--- src/design/aswe_pkg.sv ---
// Package: shared constants, types and control structures of the arrangement swap evaluator.
package aswe_pkg;

	localparam int MAX_VARS  = 64;
	localparam int NUM_NODES = 64;
	localparam int VAR_W     = $clog2(NUM_NODES);
	localparam int POS_W     = $clog2(MAX_VARS);
	localparam int CNT_W     = $clog2(MAX_VARS) + 1;
	localparam int COST_W    = 22;
	localparam int ACC_W     = 18;
	localparam int TOT_W     = 24;
	localparam int SUM_W     = TOT_W + 1;
	localparam int DSQ_W     = 2 * POS_W;
	localparam int TERM_W    = POS_W + 3;
	localparam int OP_W      = 3;

	localparam logic [COST_W-1:0] COST_MAX = {COST_W{1'b1}};

	typedef logic [VAR_W-1:0]     var_t;
	typedef logic [POS_W-1:0]     pos_t;
	typedef logic [CNT_W-1:0]     cnt_t;
	typedef logic [NUM_NODES-1:0] row_t;

	typedef enum logic [OP_W-1:0] {
		OP_WR_BIT    = 3'd0,
		OP_WR_ORDER  = 3'd1,
		OP_RECOMPUTE = 3'd2,
		OP_SWAP      = 3'd3,
		OP_READ      = 3'd4
	} opcode_t;

	typedef enum logic [2:0] {
		CM_HOLD,
		CM_BIT_WR,
		CM_SCAN_SETUP,
		CM_SCAN,
		CM_SWAP_EVAL,
		CM_DRAIN
	} cell_mode_t;

	typedef enum logic [3:0] {
		ST_IDLE,
		ST_ROW_RD,
		ST_ROW_WR,
		ST_RC_SETUP,
		ST_SCAN,
		ST_SW_SETUP,
		ST_SW_EVAL,
		ST_DRAIN,
		ST_MUL,
		ST_APPLY,
		ST_RC_FIN,
		ST_DONE
	} state_t;

	typedef struct packed {
		cell_mode_t         mode;
		cnt_t               n;
		logic [DSQ_W-1:0]   dsq;
		pos_t               s1;
		pos_t               s2;
		var_t               v1;
		var_t               v2;
		var_t               bit_var;
		var_t               bit_idx;
		logic               bit_val;
		logic               ld_a_en;
		pos_t               ld_a_pos;
		var_t               ld_a_var;
		row_t               ld_a_row;
		logic               ld_b_en;
		pos_t               ld_b_pos;
		var_t               ld_b_var;
		row_t               ld_b_row;
	} cell_ctl_t;

endpackage

--- src/design/aswe_row_mem.sv ---
// Influence row memory: one row per variable, rows read as zero until first written.
module aswe_row_mem (
	input  logic           clk,
	input  logic           arst_n,
	input  logic           we,
	input  aswe_pkg::var_t waddr,
	input  aswe_pkg::row_t wdata,
	input  aswe_pkg::var_t raddr,
	output aswe_pkg::row_t rdata
);
	aswe_pkg::row_t                       mem_q [aswe_pkg::NUM_NODES];
	logic [aswe_pkg::NUM_NODES-1:0]       valid_q;
	aswe_pkg::row_t                       rdata_q;

	always_ff @(posedge clk or negedge arst_n) begin
		if (!arst_n) begin
			valid_q <= '0;
		end else if (we) begin
			valid_q[waddr] <= 1'b1;
		end
	end

	always_ff @(posedge clk) begin
		if (we) begin
			mem_q[waddr] <= wdata;
		end
		rdata_q <= valid_q[raddr] ? mem_q[raddr] : '0;
	end

	assign rdata = rdata_q;
endmodule

--- config.mk ---
export PLATFORM = sky130hd
export DESIGN_NAME = aswe_row_mem
export DESIGN_NICKNAME = d
export VERILOG_FILES = /design/src/design/aswe_pkg.sv /design/src/design/aswe_row_mem.sv
export SDC_FILE = /design/constraint.sdc
export NUM_CORES = 2
export LEC_CHECK = 0
export ABC_AREA = 0
export BUFFER_PORTS_ARGS = -buffer_cell sky130_fd_sc_hd__clkbuf_2
export CAP_MARGIN = 30
export CORE_MARGIN = 2
export CORE_UTILIZATION = 57
export DETAILED_ROUTE_END_ITERATION = 8
export GPL_TIMING_DRIVEN = 0
export PLACE_DENSITY = 0.74
export SYNTH_ARGS = -nofsm -noshare
export SYNTH_HDL_FRONTEND = slang
export SYNTH_SLANG_ARGS = --single-unit
--- constraint.sdc ---
create_clock -name clk -period 2.35 [get_ports clk]
set_input_delay 0.47 -clock clk [delete_from_list [all_inputs] [get_ports clk]]
set_output_delay 0.47 -clock clk [all_outputs]
set_load 0.01 [all_outputs]
==> reports/metrics.cfg <==
[clocking]
insertion_delay_ns=0.99
cts-root-buf=clkbuf_16
clk_path_buf_depth=4
htreeDepth=5
clk_pin_slew_ns=0.06
cts_tree=built
cts_sinks=4224
cts_buffers=410

[sta]
final.period_utilization_pct=114
fin_crit_ns=2.69
worst_pin_slew_ns=1.08
max-slew-margin-rel_pct=27.8
final-max-slew-violation-count=0
clock.fmax_mhz=372
setup_violations=106
hold_viol=0
finalWorstSetupSlack_ns=-0.335
tns_ns=-12.75
fin_skew_ns=0.0827
grt_setup_unrepaired=yes

[routing]
drcViolationCount=0
wl_per_cell_um=42.5
ant_nets=0
viasPerCell=7.25
drt-total-wl_um=527000
vias=89900
drt_iter0_markers=17800
dr.pass1.iters=7

[floorplanning]
start_util_pct=57.4
fp.dieH_um=535
dieArea_sq_mm=0.286
row_count=194
coreArea_sq_mm=0.280
die_w_um=535
num_io_pins=143

[power]
powerDensity_mw_per_mm2=856
peakVddDrop_uv=782
p_total_mw=163
comb_power_share_pct=7.1
clock_power_share_pct=41.4
pwr-share-seq_pct=51.4
p_leak_nw=62.0
p_int_mw=126
p_sw_mw=36.6
sw_frac_of_total_pct=22.5

[critical_path]
critPathSlowestCell=nor4_4
cp_num_buf_inv=6
crit_family=buffers and inverters
crit_type=input port to flip-flop
crit_required_ns=3.10
start_kind=input port
path_cells=clkbuf_8 > buf_12 > bufbuf_16 > buf_12 > buf_6 > buf_6 > mux4_2 > a22oi_1 > nand3_1 > nand2_2 > nor4_4
cp.arrival_ns=3.44
crit_path_max_incr_delay_ns=0.58
cp_max_fo=10
regToRegSetupSlack_ns=-0.32
critPathCaptureType=flip-flop

[logic_synthesis]
synth-seq-cells=4224
syn_area_sq_mm=0.161
synth_edf_count=4096
syn_inst=7359
ys_seq_area_share_pct=78.3
ys.flop_type=edfxtp_1
synth_area_per_cell_sq_um=21.8
postSynthNetCount=7438
synthArstFlopShare_pct=1.52
yosys_warnings=0
synth.distinct_cells=60

[grt]
antenna_found_initial=40
grt_pass1_wl_um=706000
grt_pass1_vias=87600
grt_usage_pct=36.3
grt_max_degree=65
grt.overflow.total=0

[finish]
fin_util_pct=68.0
drive_above_1_share_pct=31.2
finalNetCount=8387
final_cell_mix=4,096 x edfxtp_1, 846 x mux4_2, 454 x mux2i_1
stdcell_area_sq_mm=0.190
fill_cells=16300
areaGrowthSynthToFinish_pct=18.4
final_common_cell=edfxtp_1

[placement]
dpl.hpwl_um=342000
numPortBuffers=135
place_area_sq_mm=0.173
gp_congestion=0.901

[min_path]
hold_class=input port to flip-flop

[run]
cap_violations=0

[outcome]
outcome=finished with violations
violations=negative setup slack

-- cell type report --
cell class	count	area, sq um	area share, %
Inverter	5	22.5	0.0118
Clock inverter	251	2750	1.45
Tap cell	3724	4660	2.45
Sequential cell	4224	126000	66.2
Clock buffer	500	10900	5.72
Multi-Input combinational cell	2710	34400	18.1
Buffer	415	3590	1.89
Antenna cell	29	72.6	0.0381
Timing Repair Buffer	542	8020	4.22
-- final timing paths --
kind | from | endpoint | cells past startpoint
max | raddr[1] | rdata[19] | 11
min | wdata[8] | mem_q[28][8] | 1
max reg2reg | valid_q[29] | rdata[40] | 10
min reg2reg | valid_q[44] | valid_q[44] | 1
max in group asynchronous | arst_n | valid_q[36] | 2
min in group asynchronous | arst_n | valid_q[20] | 2
-- synth_stat cells (21+ instances only) --
cell,n,area [sq um]
dfxtp_1,64,1280
o22ai_1,148,926
mux2_2,87,980
nor2_1,124,465
a221oi_1,25,219
a211o_1,26,228
a22oi_1,118,886
a31oi_1,74,463
or2_2,68,425
mux4_2,843,19000
nand2_1,191,717
a21oi_1,89,445
nand3_1,83,415
a21o_1,26,195
o21ai_0,67,335
buf_4,76,571
nor4_1,21,131
o211ai_1,22,165
and2_1,34,213
dfrtp_1,64,1600
edfxtp_1,4096,123000
o221ai_1,57,499
mux2i_1,458,4580
clkbuf_1,170,638
buf_1,43,161
buf_2,108,541
-- through the flow --
stage	instances	worst slack (ns)	hold WS, ns
2_1_floorplan	7359	-0.770	0.174
3_3_place_gp	11200	-3.71	0.442
3_5_place_dp	11500	-2.89	0.448
4_1_cts	12300	-0.190	0.0104
5_1_grt	12400	-0.262	-0.0181
6_report	12400	-0.335	0.00157
-- timing repair --
| item | 4_1_cts | 5_1_grt |
|---|---|---|
| hold buffers | 13 | 2 |
| resized for setup | 680 | 97 |
| pin swaps | 37 | 28 |
| setup endpoints to repair | 284 | 154 |
| setup buffers | 40 | 23 |
| endpoints found under the hold margin | 203 | 13 |
| gates cloned | 5 | 2 |
-- worst reg2reg max path, delay by kind of cell, from the launching register on --
family	cells	cell delay, ns
simple gates	2	0.40
flops	1	0.38
compound gates	2	0.38
mux	1	0.55
buf+inv	5	0.76
-- logic make-up after synthesis --
kind of cell / Yosys count / share of synthesized area, %
flops: 4224 / 78.3
mux: 1401 / 15.5
compound gates: 714 / 3.04
simple gates: 594 / 1.78
buf+inv: 426 / 1.37
-- metal layers --
layer	vias to the layer above	wire, um	track usage, %
li1	32900	-	-
met1	45900	164000	46.1
met2	9093	231000	52.8
met3	1966	86200	13.5
met4	39	45000	24.3
met5	-	701	0.333
-- flip-flops by register name (all words and copies together), names as in the netlist --
name / count
valid_q: 64
mem_q: 4096
rdata: 64
-- power by group through the flow --
stage	clock (mW)	sequential, mW	combinational, mW
after floorplan	0	85.3	4.51
after global placement	0	85.3	8.94
after detailed placement	0	85.3	9.70
after CTS	67.1	83.7	10.9
after global routing	70.0	83.7	11.6
final	67.4	83.7	11.6
(Power assumes the default switching activity.)
