[src/design/aswe_pkg.sv]
// Package: shared constants, types and control structures of the arrangement swap evaluator.
package aswe_pkg;

	localparam int MAX_VARS  = 64;
	localparam int NUM_NODES = 64;
	localparam int VAR_W     = $clog2(NUM_NODES);
	localparam int POS_W     = $clog2(MAX_VARS);
	localparam int CNT_W     = $clog2(MAX_VARS) + 1;
	localparam int COST_W    = 22;
	localparam int ACC_W     = 18;
	localparam int TOT_W     = 24;
	localparam int SUM_W     = TOT_W + 1;
	localparam int DSQ_W     = 2 * POS_W;
	localparam int TERM_W    = POS_W + 3;
	localparam int OP_W      = 3;

	localparam logic [COST_W-1:0] COST_MAX = {COST_W{1'b1}};

	typedef logic [VAR_W-1:0]     var_t;
	typedef logic [POS_W-1:0]     pos_t;
	typedef logic [CNT_W-1:0]     cnt_t;
	typedef logic [NUM_NODES-1:0] row_t;

	typedef enum logic [OP_W-1:0] {
		OP_WR_BIT    = 3'd0,
		OP_WR_ORDER  = 3'd1,
		OP_RECOMPUTE = 3'd2,
		OP_SWAP      = 3'd3,
		OP_READ      = 3'd4
	} opcode_t;

	typedef enum logic [2:0] {
		CM_HOLD,
		CM_BIT_WR,
		CM_SCAN_SETUP,
		CM_SCAN,
		CM_SWAP_EVAL,
		CM_DRAIN
	} cell_mode_t;

	typedef enum logic [3:0] {
		ST_IDLE,
		ST_ROW_RD,
		ST_ROW_WR,
		ST_RC_SETUP,
		ST_SCAN,
		ST_SW_SETUP,
		ST_SW_EVAL,
		ST_DRAIN,
		ST_MUL,
		ST_APPLY,
		ST_RC_FIN,
		ST_DONE
	} state_t;

	typedef struct packed {
		cell_mode_t         mode;
		cnt_t               n;
		logic [DSQ_W-1:0]   dsq;
		pos_t               s1;
		pos_t               s2;
		var_t               v1;
		var_t               v2;
		var_t               bit_var;
		var_t               bit_idx;
		logic               bit_val;
		logic               ld_a_en;
		pos_t               ld_a_pos;
		var_t               ld_a_var;
		row_t               ld_a_row;
		logic               ld_b_en;
		pos_t               ld_b_pos;
		var_t               ld_b_var;
		row_t               ld_b_row;
	} cell_ctl_t;

endpackage

[src/design/aswe_cell.sv]
// Position cell: holds one ordering entry with its influence row and a partial cost sum.
module aswe_cell (
	input  logic                               clk,
	input  logic                               arst_n,
	input  aswe_pkg::cell_ctl_t                ctl,
	input  aswe_pkg::pos_t                     pos,
	input  aswe_pkg::var_t                     nb_vid,
	input  aswe_pkg::var_t                     nb_tgt,
	input  logic                               nb_tgt_ok,
	input  logic signed [aswe_pkg::ACC_W-1:0]  nb_acc,
	output aswe_pkg::var_t                     vid,
	output aswe_pkg::row_t                     row,
	output aswe_pkg::var_t                     tgt,
	output logic                               tgt_ok,
	output logic signed [aswe_pkg::ACC_W-1:0]  acc
);
	aswe_pkg::var_t                     vid_q;
	aswe_pkg::row_t                     row_q;
	aswe_pkg::var_t                     tgt_q;
	logic                               tgt_ok_q;
	logic signed [aswe_pkg::ACC_W-1:0]  acc_q;

	logic                               in_use;
	logic                               next_ok;
	logic                               hit;
	logic signed [aswe_pkg::TERM_W-1:0] term;
	logic signed [aswe_pkg::ACC_W-1:0]  term_x;
	logic signed [aswe_pkg::ACC_W-1:0]  sw_val;

	always_comb begin
		in_use  = {1'b0, pos} < ctl.n;
		next_ok = ({1'b0, pos} + aswe_pkg::CNT_W'(1)) < ctl.n;
		hit     = in_use && tgt_ok_q && row_q[tgt_q];
		term    = $signed({2'b00, pos, 1'b0}) - $signed({3'b000, ctl.s1})
			- $signed({3'b000, ctl.s2});
		term_x  = {{(aswe_pkg::ACC_W - aswe_pkg::TERM_W){term[aswe_pkg::TERM_W-1]}}, term};
		sw_val  = '0;
		if (in_use && (pos != ctl.s1) && (pos != ctl.s2)) begin
			if (row_q[ctl.v1] && !row_q[ctl.v2]) begin
				sw_val = term_x;
			end else if (row_q[ctl.v2] && !row_q[ctl.v1]) begin
				sw_val = -term_x;
			end
		end
	end

	always_ff @(posedge clk) begin
		case (ctl.mode)
			aswe_pkg::CM_BIT_WR: begin
				if (vid_q == ctl.bit_var) begin
					row_q[ctl.bit_idx] <= ctl.bit_val;
				end
			end
			aswe_pkg::CM_SCAN_SETUP: begin
				tgt_q <= nb_vid;
			end
			aswe_pkg::CM_SCAN: begin
				tgt_q <= nb_tgt;
			end
			default: begin
			end
		endcase
		if (ctl.ld_a_en && (pos == ctl.ld_a_pos)) begin
			vid_q <= ctl.ld_a_var;
			row_q <= ctl.ld_a_row;
		end
		if (ctl.ld_b_en && (pos == ctl.ld_b_pos)) begin
			vid_q <= ctl.ld_b_var;
			row_q <= ctl.ld_b_row;
		end
	end

	always_ff @(posedge clk or negedge arst_n) begin
		if (!arst_n) begin
			tgt_ok_q <= 1'b0;
			acc_q    <= '0;
		end else begin
			case (ctl.mode)
				aswe_pkg::CM_SCAN_SETUP: begin
					tgt_ok_q <= next_ok;
					acc_q    <= '0;
				end
				aswe_pkg::CM_SCAN: begin
					tgt_ok_q <= nb_tgt_ok;
					if (hit) begin
						acc_q <= acc_q + $signed({1'b0, ctl.dsq});
					end
				end
				aswe_pkg::CM_SWAP_EVAL: begin
					acc_q <= sw_val;
				end
				aswe_pkg::CM_DRAIN: begin
					acc_q <= nb_acc;
				end
				default: begin
				end
			endcase
		end
	end

	assign vid    = vid_q;
	assign row    = row_q;
	assign tgt    = tgt_q;
	assign tgt_ok = tgt_ok_q;
	assign acc    = acc_q;
endmodule

[config.mk]
export PLATFORM = sky130hd
export DESIGN_NAME = aswe_cell
export DESIGN_NICKNAME = d
export VERILOG_FILES = /design/src/design/aswe_pkg.sv /design/src/design/aswe_cell.sv
export SDC_FILE = /design/constraint.sdc
export NUM_CORES = 1
export LEC_CHECK = 0
export BUFFER_PORTS_ARGS = -buffer_cell sky130_fd_sc_hd__buf_2
export CORE_MARGIN = 2
export CORE_UTILIZATION = 35
export CTS_BUF_LIST = sky130_fd_sc_hd__clkbuf_4 sky130_fd_sc_hd__clkbuf_8
export DETAILED_ROUTE_END_ITERATION = 8
export SLEW_MARGIN = 10
export SYNTH_ARGS = -nofsm -noshare
export SYNTH_HDL_FRONTEND = slang
export SYNTH_SLANG_ARGS = --single-unit
[constraint.sdc]
create_clock -name clk -period 2.82 [get_ports clk]
set_input_delay 0.564 -clock clk [delete_from_list [all_inputs] [get_ports clk]]
set_output_delay 0.564 -clock clk [all_outputs]
set_load 0.05 [all_outputs]
==> flow_summary.toml, run 1 <==
[setup_path]
arrival_ns = 3.60
timing.rr.start = "row[58]"
ff2ff_setup_slack_ns = -0.33
worst-path-max-fanout = 3
path_cells = "buf_8 > inv_8 > ha_4 > nor2b_4 > o21ai_2 > a21oi_2 > nor2_1 > ha_1 > or2_4 > o211ai_1 > nand3_1 > or3_4 > nor2_4 > nand2b_1 > ha_2 > inv_2 > o211a_1 > a31oi_1 > o22a_1"
crit_slowest_cell = "or3_4"
start_kind = "input port"
end_kind = "flip-flop"
r2r_end = "acc[14]"
cp.required_ns = 3.11
reg2reg_depth = 11
crit_path_max_incr_delay_ns = 0.43
path_class = "in -> reg"

[timing]
worstMarginPinSlew_ns = 0.7437
relSlewSlack = 0.5042
fin_crit_sh = 1.175
fin_skew_ns = 0.03371
finalSetupViolCount = 18
fin_ws_ns = -0.4934
rsz0062_at_grt = "yes"
setup-tns-final_ns = -5.030
finalHoldViolations = 0
slew_violations = 0
min_period_ns = 3.313
max_freq_mhz = 301.8

[placed_design]
numPortBuffers = 346
dp_slack_ns = -1.028
hpwl_um = 29040
place_area_um2 = 12520
gp_congestion = 0.8834

[yosys]
synth_top_flop_cell = "edfxtp_1"
synth-seq-area-share = 0.3060
synthesis.nets = 1232
synth_top_family_by_area = "multiplexers"
synth_edf_count = 76
yosysMostFrequentCell = "o21ai_0"
ys_top_cells_by_count = "o21ai_0, mux2i_1, edfxtp_1"
synthTopCellsByArea = "edfxtp_1, mux4_2, mux2i_1"
syn_area_um2 = 9012
synth_compound_area_frac = 0.1914
avgSynthCellArea_um2 = 9.608
ys_seq_elements = 95
synthAdderAreaFrac = 0.06081
yosys.cell_types.count = 63
synth.mux.area_fraction = 0.2013
synthCells = 938
synth-simple-area-share = 0.1430
synth_xor_area_frac = 0.04956
synthArstFlopShare = 0.2000
synth_top_cell_by_area = "edfxtp_1"
synth_top_area_frac = 0.2532
ys.warnings.count = 0

[final_layout]
multiInputGateArea_um2 = 6177
regArea_um2 = 2758
final_nets = 1735
utilization = 0.5262
fillers = 2318
stdcell_area_um2 = 13290
final_layout_size_suffix_gt1_frac = 0.4813
area_delta_synth_final_pct = 47.44

[clocking]
clk-insertion-delay-late_ns = 0.40
cts_num_sinks = 95
clockBufferDepth = 2
cts_tree = "built"
clk_pin_slew_ns = 0.12
numCtsBuffers = 9
root_buffer = "clkbuf_8"
htreeDepth = 3
cts_hold_buf = 0

[global_routing]
track_usage = 0.2600
antenna_found_initial = 1
grt_pass1_wl_um = 53070
gr-total-overflow = 0
grt_start_max_net_pins = 65
grt_pass1_vias = 9695

[route]
routed-via-count = 9899
wl_per_cell_um = 20.35
totalWireLength_um = 36210
drtIter0Drc = 916
via_per_inst = 5.564
ant_nets = 0
route.detailed.drc = 0
first_pass_iters = 7

[min_path]
min_path_type = "in -> async"

[power]
leakage_uw = 0.005460
cellPowerDensity_nw_per_um2 = 344.3
ir_drop_v = 0.0003232
p_total_uw = 4575

[floorplanning]
placementRows = 58
io_pins = 347
die_w_um = 164.5
core_area_um2 = 25250
fp.dieH_um = 164.5
die_area_um2 = 27050
start_util = 0.3569

[outcome]
violations = "setup timing"
status = "finished with violations"

[run]
drv_cap = 0
-- area by class of cell --
cell class	instances	share of cell area
Multi-Input combinational cell	739	0.4649
Timing Repair Buffer	559	0.2689
Sequential cell	95	0.2075
Tap cell	330	0.03107
Inverter	37	0.01121
Clock buffer	9	0.009322
Clock inverter	7	0.006497
Antenna cell	3	0.0005650
-- repair_timing --
item                                    4_1_cts  5_1_grt
pin swaps                                    40       24
endpoints found under the setup margin       17       18
resized for setup                            52       31
setup buffers                                12       14
cloned                                        2        0
-- routing by layer --
metal,vias up,global-route usage,wire length (µm),part of all wire
met5,-,0,0,0
met4,0,0.08696,1016,0.028
met3,74,0.03616,2758,0.076
met2,533,0.4692,18440,0.51
met1,4658,0.3183,14000,0.39
li1,4634,-,-,-
-- flip-flops by register name, indices dropped and copies added, names as in the netlist --
name and flops:
acc 18, row 64, tgt 6, tgt_ok 1, vid 6
-- worst max-delay path by stage --
stage | start | to | slack, ns | depth (start not counted)
5_1_grt | pos[0] | acc[16] | -0.64 | 20
3_3_place_gp | ctl[186] | acc[16] | -1.01 | 19
3_5_place_dp | ctl[186] | acc[16] | -1.03 | 19
4_1_cts | ctl[186] | acc[8] | -0.46 | 18
6_report | ctl[186] | acc[16] | -0.49 | 19
2_1_floorplan | ctl[186] | acc[16] | -0.64 | 18
-- metrics by stage --
stage	hold WS, ns	instances
2_1_floorplan	0.2684	938
6_report	0.1116	1779
3_5_place_dp	0.5155	1737
5_1_grt	0.1227	1776
4_1_cts	0.09661	1765
3_3_place_gp	0.5093	1737
-- power breakdown --
| group | switching [µW] | internal (µW) | leakage (µW) |
|---|---|---|---|
| Sequential | 58.1 | 1560 | 0.000815 |
| Combinational | 1060 | 913 | 0.00454 |
| Clock | 626 | 359 | 0.000104 |
-- kinds of logic after synthesis --
kind of cell / count (synthesis)
AOI/OAI and AO/OA: 274
muxes: 128
and+or+nand+nor: 244
DFF: 95
adders and majority gates: 42
buffers and inverters: 104
xor gates and xnor gates: 51
-- placed cells by master (no fill, tap or decap), types with 8 or more instances in the layout --
master and count:
buf_2 342, o21ai_0 91, nor2_1 25, a21o_1 9
nor2b_1 19, nand4_1 9, a22oi_2 8, mux2i_1 80
mux4_2 42, buf_6 14, a22oi_1 16, o22ai_1 49
ha_1 36, nand2_1 63, o21ai_1 13, nand3_1 41
nand2b_1 10, inv_1 33, and3_1 9, edfxtp_1 76
buf_12 10, buf_4 189, dfrtp_1 19, xnor2_1 26
a21oi_1 18, clkbuf_8 9, xor2_1 21, or3_1 8
-- worst max-delay path, delay by kind of cell --
family,cells,cell delay (ns)
buffers and inverters,3,0.16
adder cells (fa/ha/maj),3,0.74
AND/OR/NAND/NOR,7,1.21
AO/OA/AOI/OAI,6,0.91
Note: power is estimated with default switching activity, not from simulation.
==> run 2: changes to the inputs <==
- CAP_MARGIN: not set -> 0
- CORE_UTILIZATION: 35 -> 28
==> flow_summary.toml, run 2 (synthesis gave the netlist of run 1 again) <==
[final_layout]
final_layout_size_suffix_gt1_frac = 0.4828
largest_reg_flops = 64
utilization = 0.4235
final_nets = 1741
fin_cells = 1856
area_delta_synth_final_pct = 48.67
fillers = 3133
mostFrequentLayoutCells = "buf_2, buf_4, o21ai_0"
final_common_cell = "buf_2"
stdcell_area_um2 = 13400

[route]
ant_nets = 0
wl_per_cell_um = 20.82
routed-via-count = 9869
via_per_inst = 5.317
totalWireLength_um = 38650
first_pass_iters = 5
route.detailed.drc = 0
drtIter0Drc = 864

[power]
p_total_uw = 4692
cellPowerDensity_nw_per_um2 = 350.2
leakage_uw = 0.005466
ir_drop_v = 0.0001940

[placed_design]
hpwl_um = 31190
dp_slack_ns = -1.052
numPortBuffers = 346
gp_congestion = 0.8950
placed_cells = 1806
place_area_um2 = 12590

[clocking]
clk_pin_slew_ns = 0.14
numCtsBuffers = 9
clockBufferDepth = 2
cts_hold_buf = 0
cts_tree = "built"
cts_num_sinks = 95
root_buffer = "clkbuf_8"
clk-insertion-delay-late_ns = 0.41
htreeDepth = 3

[floorplanning]
fp.dieH_um = 183.4
core_area_um2 = 31640
start_util = 0.2849
placementRows = 65
io_pins = 347
die_w_um = 183.4
die_area_um2 = 33640

[timing]
fin_crit_sh = 1.173
relSlewSlack = 0.5273
worstMarginPinSlew_ns = 0.7071
finalSetupViolCount = 15
min_period_ns = 3.308
max_freq_mhz = 302.3
fin_ws_ns = -0.4882
finalHoldViolations = 0
slew_violations = 0
fin_skew_ns = 0.03120
rsz0062_at_grt = "yes"

[setup_path]
crit_path_max_incr_delay_ns = 0.39
path_class = "in -> reg"
path_delay_family = "compound AO/OA/AOI/OAI gates"
cp.required_ns = 3.13
crit_slowest_cell = "or3_4"
path_cells = "buf_8 > inv_8 > ha_4 > nor2b_4 > o21ai_2 > a21oi_2 > nor2_4 > ha_4 > buf_4 > nand2_2 > inv_2 > o31ai_4 > a21oi_2 > or3_4 > nor2_4 > nand2b_1 > ha_2 > inv_2 > o211a_1 > a31oi_1 > o22a_1"
start_kind = "input port"
timing.rr.start = "acc[0]"
end_kind = "flip-flop"
startpoint = "ctl[186]"
crit_buf_inv = 5
worst-path-max-fanout = 3
arrival_ns = 3.62

[min_path]
min_path_type = "in -> async"

[global_routing]
gr-total-overflow = 0
grt_pass1_wl_um = 56570
track_usage = 0.2228
antenna_found_initial = 2
grt_pass1_vias = 9665
grt_start_max_net_pins = 66

[outcome]
status = "finished with violations"
violations = "setup timing"

[run]
drv_cap = 0
==> run 2: per-stage QoR <==
stage,hold WS [ns],setup TNS (ns)
detailed placement,0.5322,-17.87
finish,0.1181,-4.363
global placement,0.5299,-16.25
global route,0.1299,-7.022
CTS,0.1200,-4.095
floorplan,0.2684,-6.155
==> run 2: final timing paths <==
path                       slack, ns  depth (start not counted)      end
hold / removal                  0.12                          1  acc[14]
min in group clk                0.42                          3   tgt[2]
hold reg to reg                 0.57                          2   acc[9]
setup reg to reg               -0.19                         11  acc[14]
setup / recovery               -0.49                         21  acc[16]
max in group asynchronous       2.31                          1  acc[10]
==> run 2: repair_timing <==
item	in CTS	in global routing
endpoints found under the setup margin	18	18
gates cloned	2	0
pin swaps	43	34
buffers inserted	21	10
resized for setup	47	30
==> run 2: area by class of cell <==
class	instances	area, µm²	share of cell area
multi-input combinational	739	6165	0.4601
timing repair buffer	565	3598	0.2686
sequential	95	2758	0.2058
tap	402	503.0	0.03754
inverter	37	148.9	0.01111
clock buffer	9	123.9	0.009245
clock inverter	7	97.59	0.007284
antenna	2	5.005	0.0003735
==> run 2: report_power, final <==
group | leakage (µW) | switching [µW] | internal (µW)
Sequential | 0.000815 | 60.0 | 1560
Combinational | 0.00454 | 1050 | 901
Clock | 0.000113 | 673 | 443
==> run 2: per-layer routing <==
metal | vias up | global-route usage | part of all wire
met1 | 4696 | 0.2723 | 0.40
met4 | 2 | 0.06208 | 0.021
met5 | - | 0 | 0.00034
met3 | 51 | 0.03634 | 0.067
li1 | 4650 | - | -
met2 | 470 | 0.4032 | 0.51
==> run 3: changes to the inputs <==
- BUFFER_PORTS_ARGS: -buffer_cell sky130_fd_sc_hd__buf_2 -> -buffer_cell sky130_fd_sc_hd__buf_4
==> flow_summary.toml, run 3 (synthesis gave the netlist of run 1 again) <==
[route]
via_per_inst = 5.282
wl_per_cell_um = 20.70
drtIter0Drc = 703
route.detailed.drc = 0
routed-via-count = 9820
totalWireLength_um = 38490
ant_nets = 0
first_pass_iters = 5

[final_layout]
area_delta_synth_final_pct = 58.88
utilization = 0.4526
mostFrequentLayoutCells = "buf_4, o21ai_0, mux2i_1"
final_nets = 1743
largest_reg_flops = 64
final_common_cell = "buf_4"
final_layout_size_suffix_gt1_frac = 0.4897

[setup_path]
arrival_ns = 3.62
end_kind = "flip-flop"
path_class = "in -> reg"
worst-path-max-fanout = 4
cp.required_ns = 3.11
start_kind = "input port"

[timing]
fin_crit_sh = 1.181
relSlewSlack = 0.5329
hold_slack_ns = 0.02578
setup-tns-final_ns = -5.574
fin_skew_ns = 0.03193
slew_violations = 0
min_period_ns = 3.331
max_freq_mhz = 300.2
rsz0062_at_grt = "yes"
fin_ws_ns = -0.5111
finalSetupViolCount = 16
worstMarginPinSlew_ns = 0.6985
finalHoldViolations = 0

[floorplanning]
io_pins = 347
fp.dieH_um = 183.4
die_area_um2 = 33640
placementRows = 65
die_w_um = 183.4
start_util = 0.2849
core_area_um2 = 31640

[power]
intPower_uw = 3039
combPwrFrac = 0.439
p_total_uw = 4804
swShare = 0.3674
clkPwrFrac = 0.223
cellPowerDensity_nw_per_um2 = 335.5
ir_drop_v = 0.0002636
p_sw_uw = 1765
p_seq_frac = 0.338
leakage_uw = 0.005828

[global_routing]
grt_start_max_net_pins = 67
track_usage = 0.2248
grt_pass1_vias = 10030
antenna_found_initial = 3
gr-total-overflow = 0
grt_pass1_wl_um = 57350

[placed_design]
hpwl_um = 31650
gp_congestion = 0.9156
numPortBuffers = 346
dp_slack_ns = -1.046

[clocking]
htreeDepth = 3
cts_num_sinks = 95
cts_tree = "built"
clk_pin_slew_ns = 0.12
clockBufferDepth = 2
root_buffer = "clkbuf_8"
clk-insertion-delay-late_ns = 0.41
numCtsBuffers = 9
cts_hold_buf = 0

[min_path]
min_path_type = "in -> async"

[outcome]
violations = "setup timing"
status = "finished with violations"

[run]
drv_cap = 0
[run 3: changes by cell type in the layout (fill, tap and decap cells not counted), sizes merged]
cell	previous run	this run
diode	2	3
inv	41	40
clkinv	2	3
buf	565	567
[run 3: final timing paths]
path,startpoint,end,slack (ns),cells past startpoint
max in group asynchronous,arst_n,acc[3],2.56,1
setup / recovery,ctl[186],acc[14],-0.51,14
hold reg to reg,acc[3],acc[3],0.58,2
setup reg to reg,row[47],acc[14],-0.22,10
hold / removal,arst_n,tgt_ok,0.03,1
min in group clk,nb_tgt[2],tgt[2],0.40,3
[run 3: metal layers]
metal | GRT usage | share of wire
met5 | 0 | 0.00026
met4 | 0.07264 | 0.027
met3 | 0.05083 | 0.072
met2 | 0.4074 | 0.52
met1 | 0.2615 | 0.39
[run 3: area by class of cell]
type                    count  area, µm²
well taps                 402      503.0
clock inverters             7      100.1
flip-flops and latches     95       2758
fillers                  3064      17320
multi-input cells         739       6232
inverters                  37      148.9
clock buffers               9      123.9
diodes                      3      7.507
repair buffers            567       4446
[run 3: timing repair]
| item | CTS | global route |
|---|---|---|
| endpoints found under the hold margin | 0 | 0 |
| resized for setup | 46 | 41 |
| setup buffers | 27 | 19 |
| setup endpoints to repair | 17 | 18 |
| cloned | 0 | 0 |
| pin swaps | 42 | 35 |
[run 3: worst max-delay path: stages]
cell	delay (ns)
buf_8	0.11
buf_4	0.14
fa_2	0.42
xnor2_2	0.15
ha_1	0.34
nor2b_1	0.15
o21ai_1	0.14
nand2b_1	0.14
xor2_2	0.18
or3_4	0.43
nor2_4	0.13
o31ai_4	0.08
or4b_1	0.51
o211a_1	0.14
[run 3: power by group through the flow]
stage | Combinational, µW | Sequential, µW | Clock (µW)
3_3_place_gp | 1870 | 1650 | 0
5_1_grt | 2270 | 1630 | 1130
3_5_place_dp | 1890 | 1650 | 0
2_1_floorplan | 827 | 1810 | 0
4_1_cts | 2030 | 1620 | 1090
6_report | 2110 | 1620 | 1070
[run 3: stage by stage]
step	cell area [µm²]	std cells
finish	14320	1859
global route	14310	1857
CTS	14040	1844
detailed placement	13460	1807
global placement	13460	1807
floorplan	9196	938
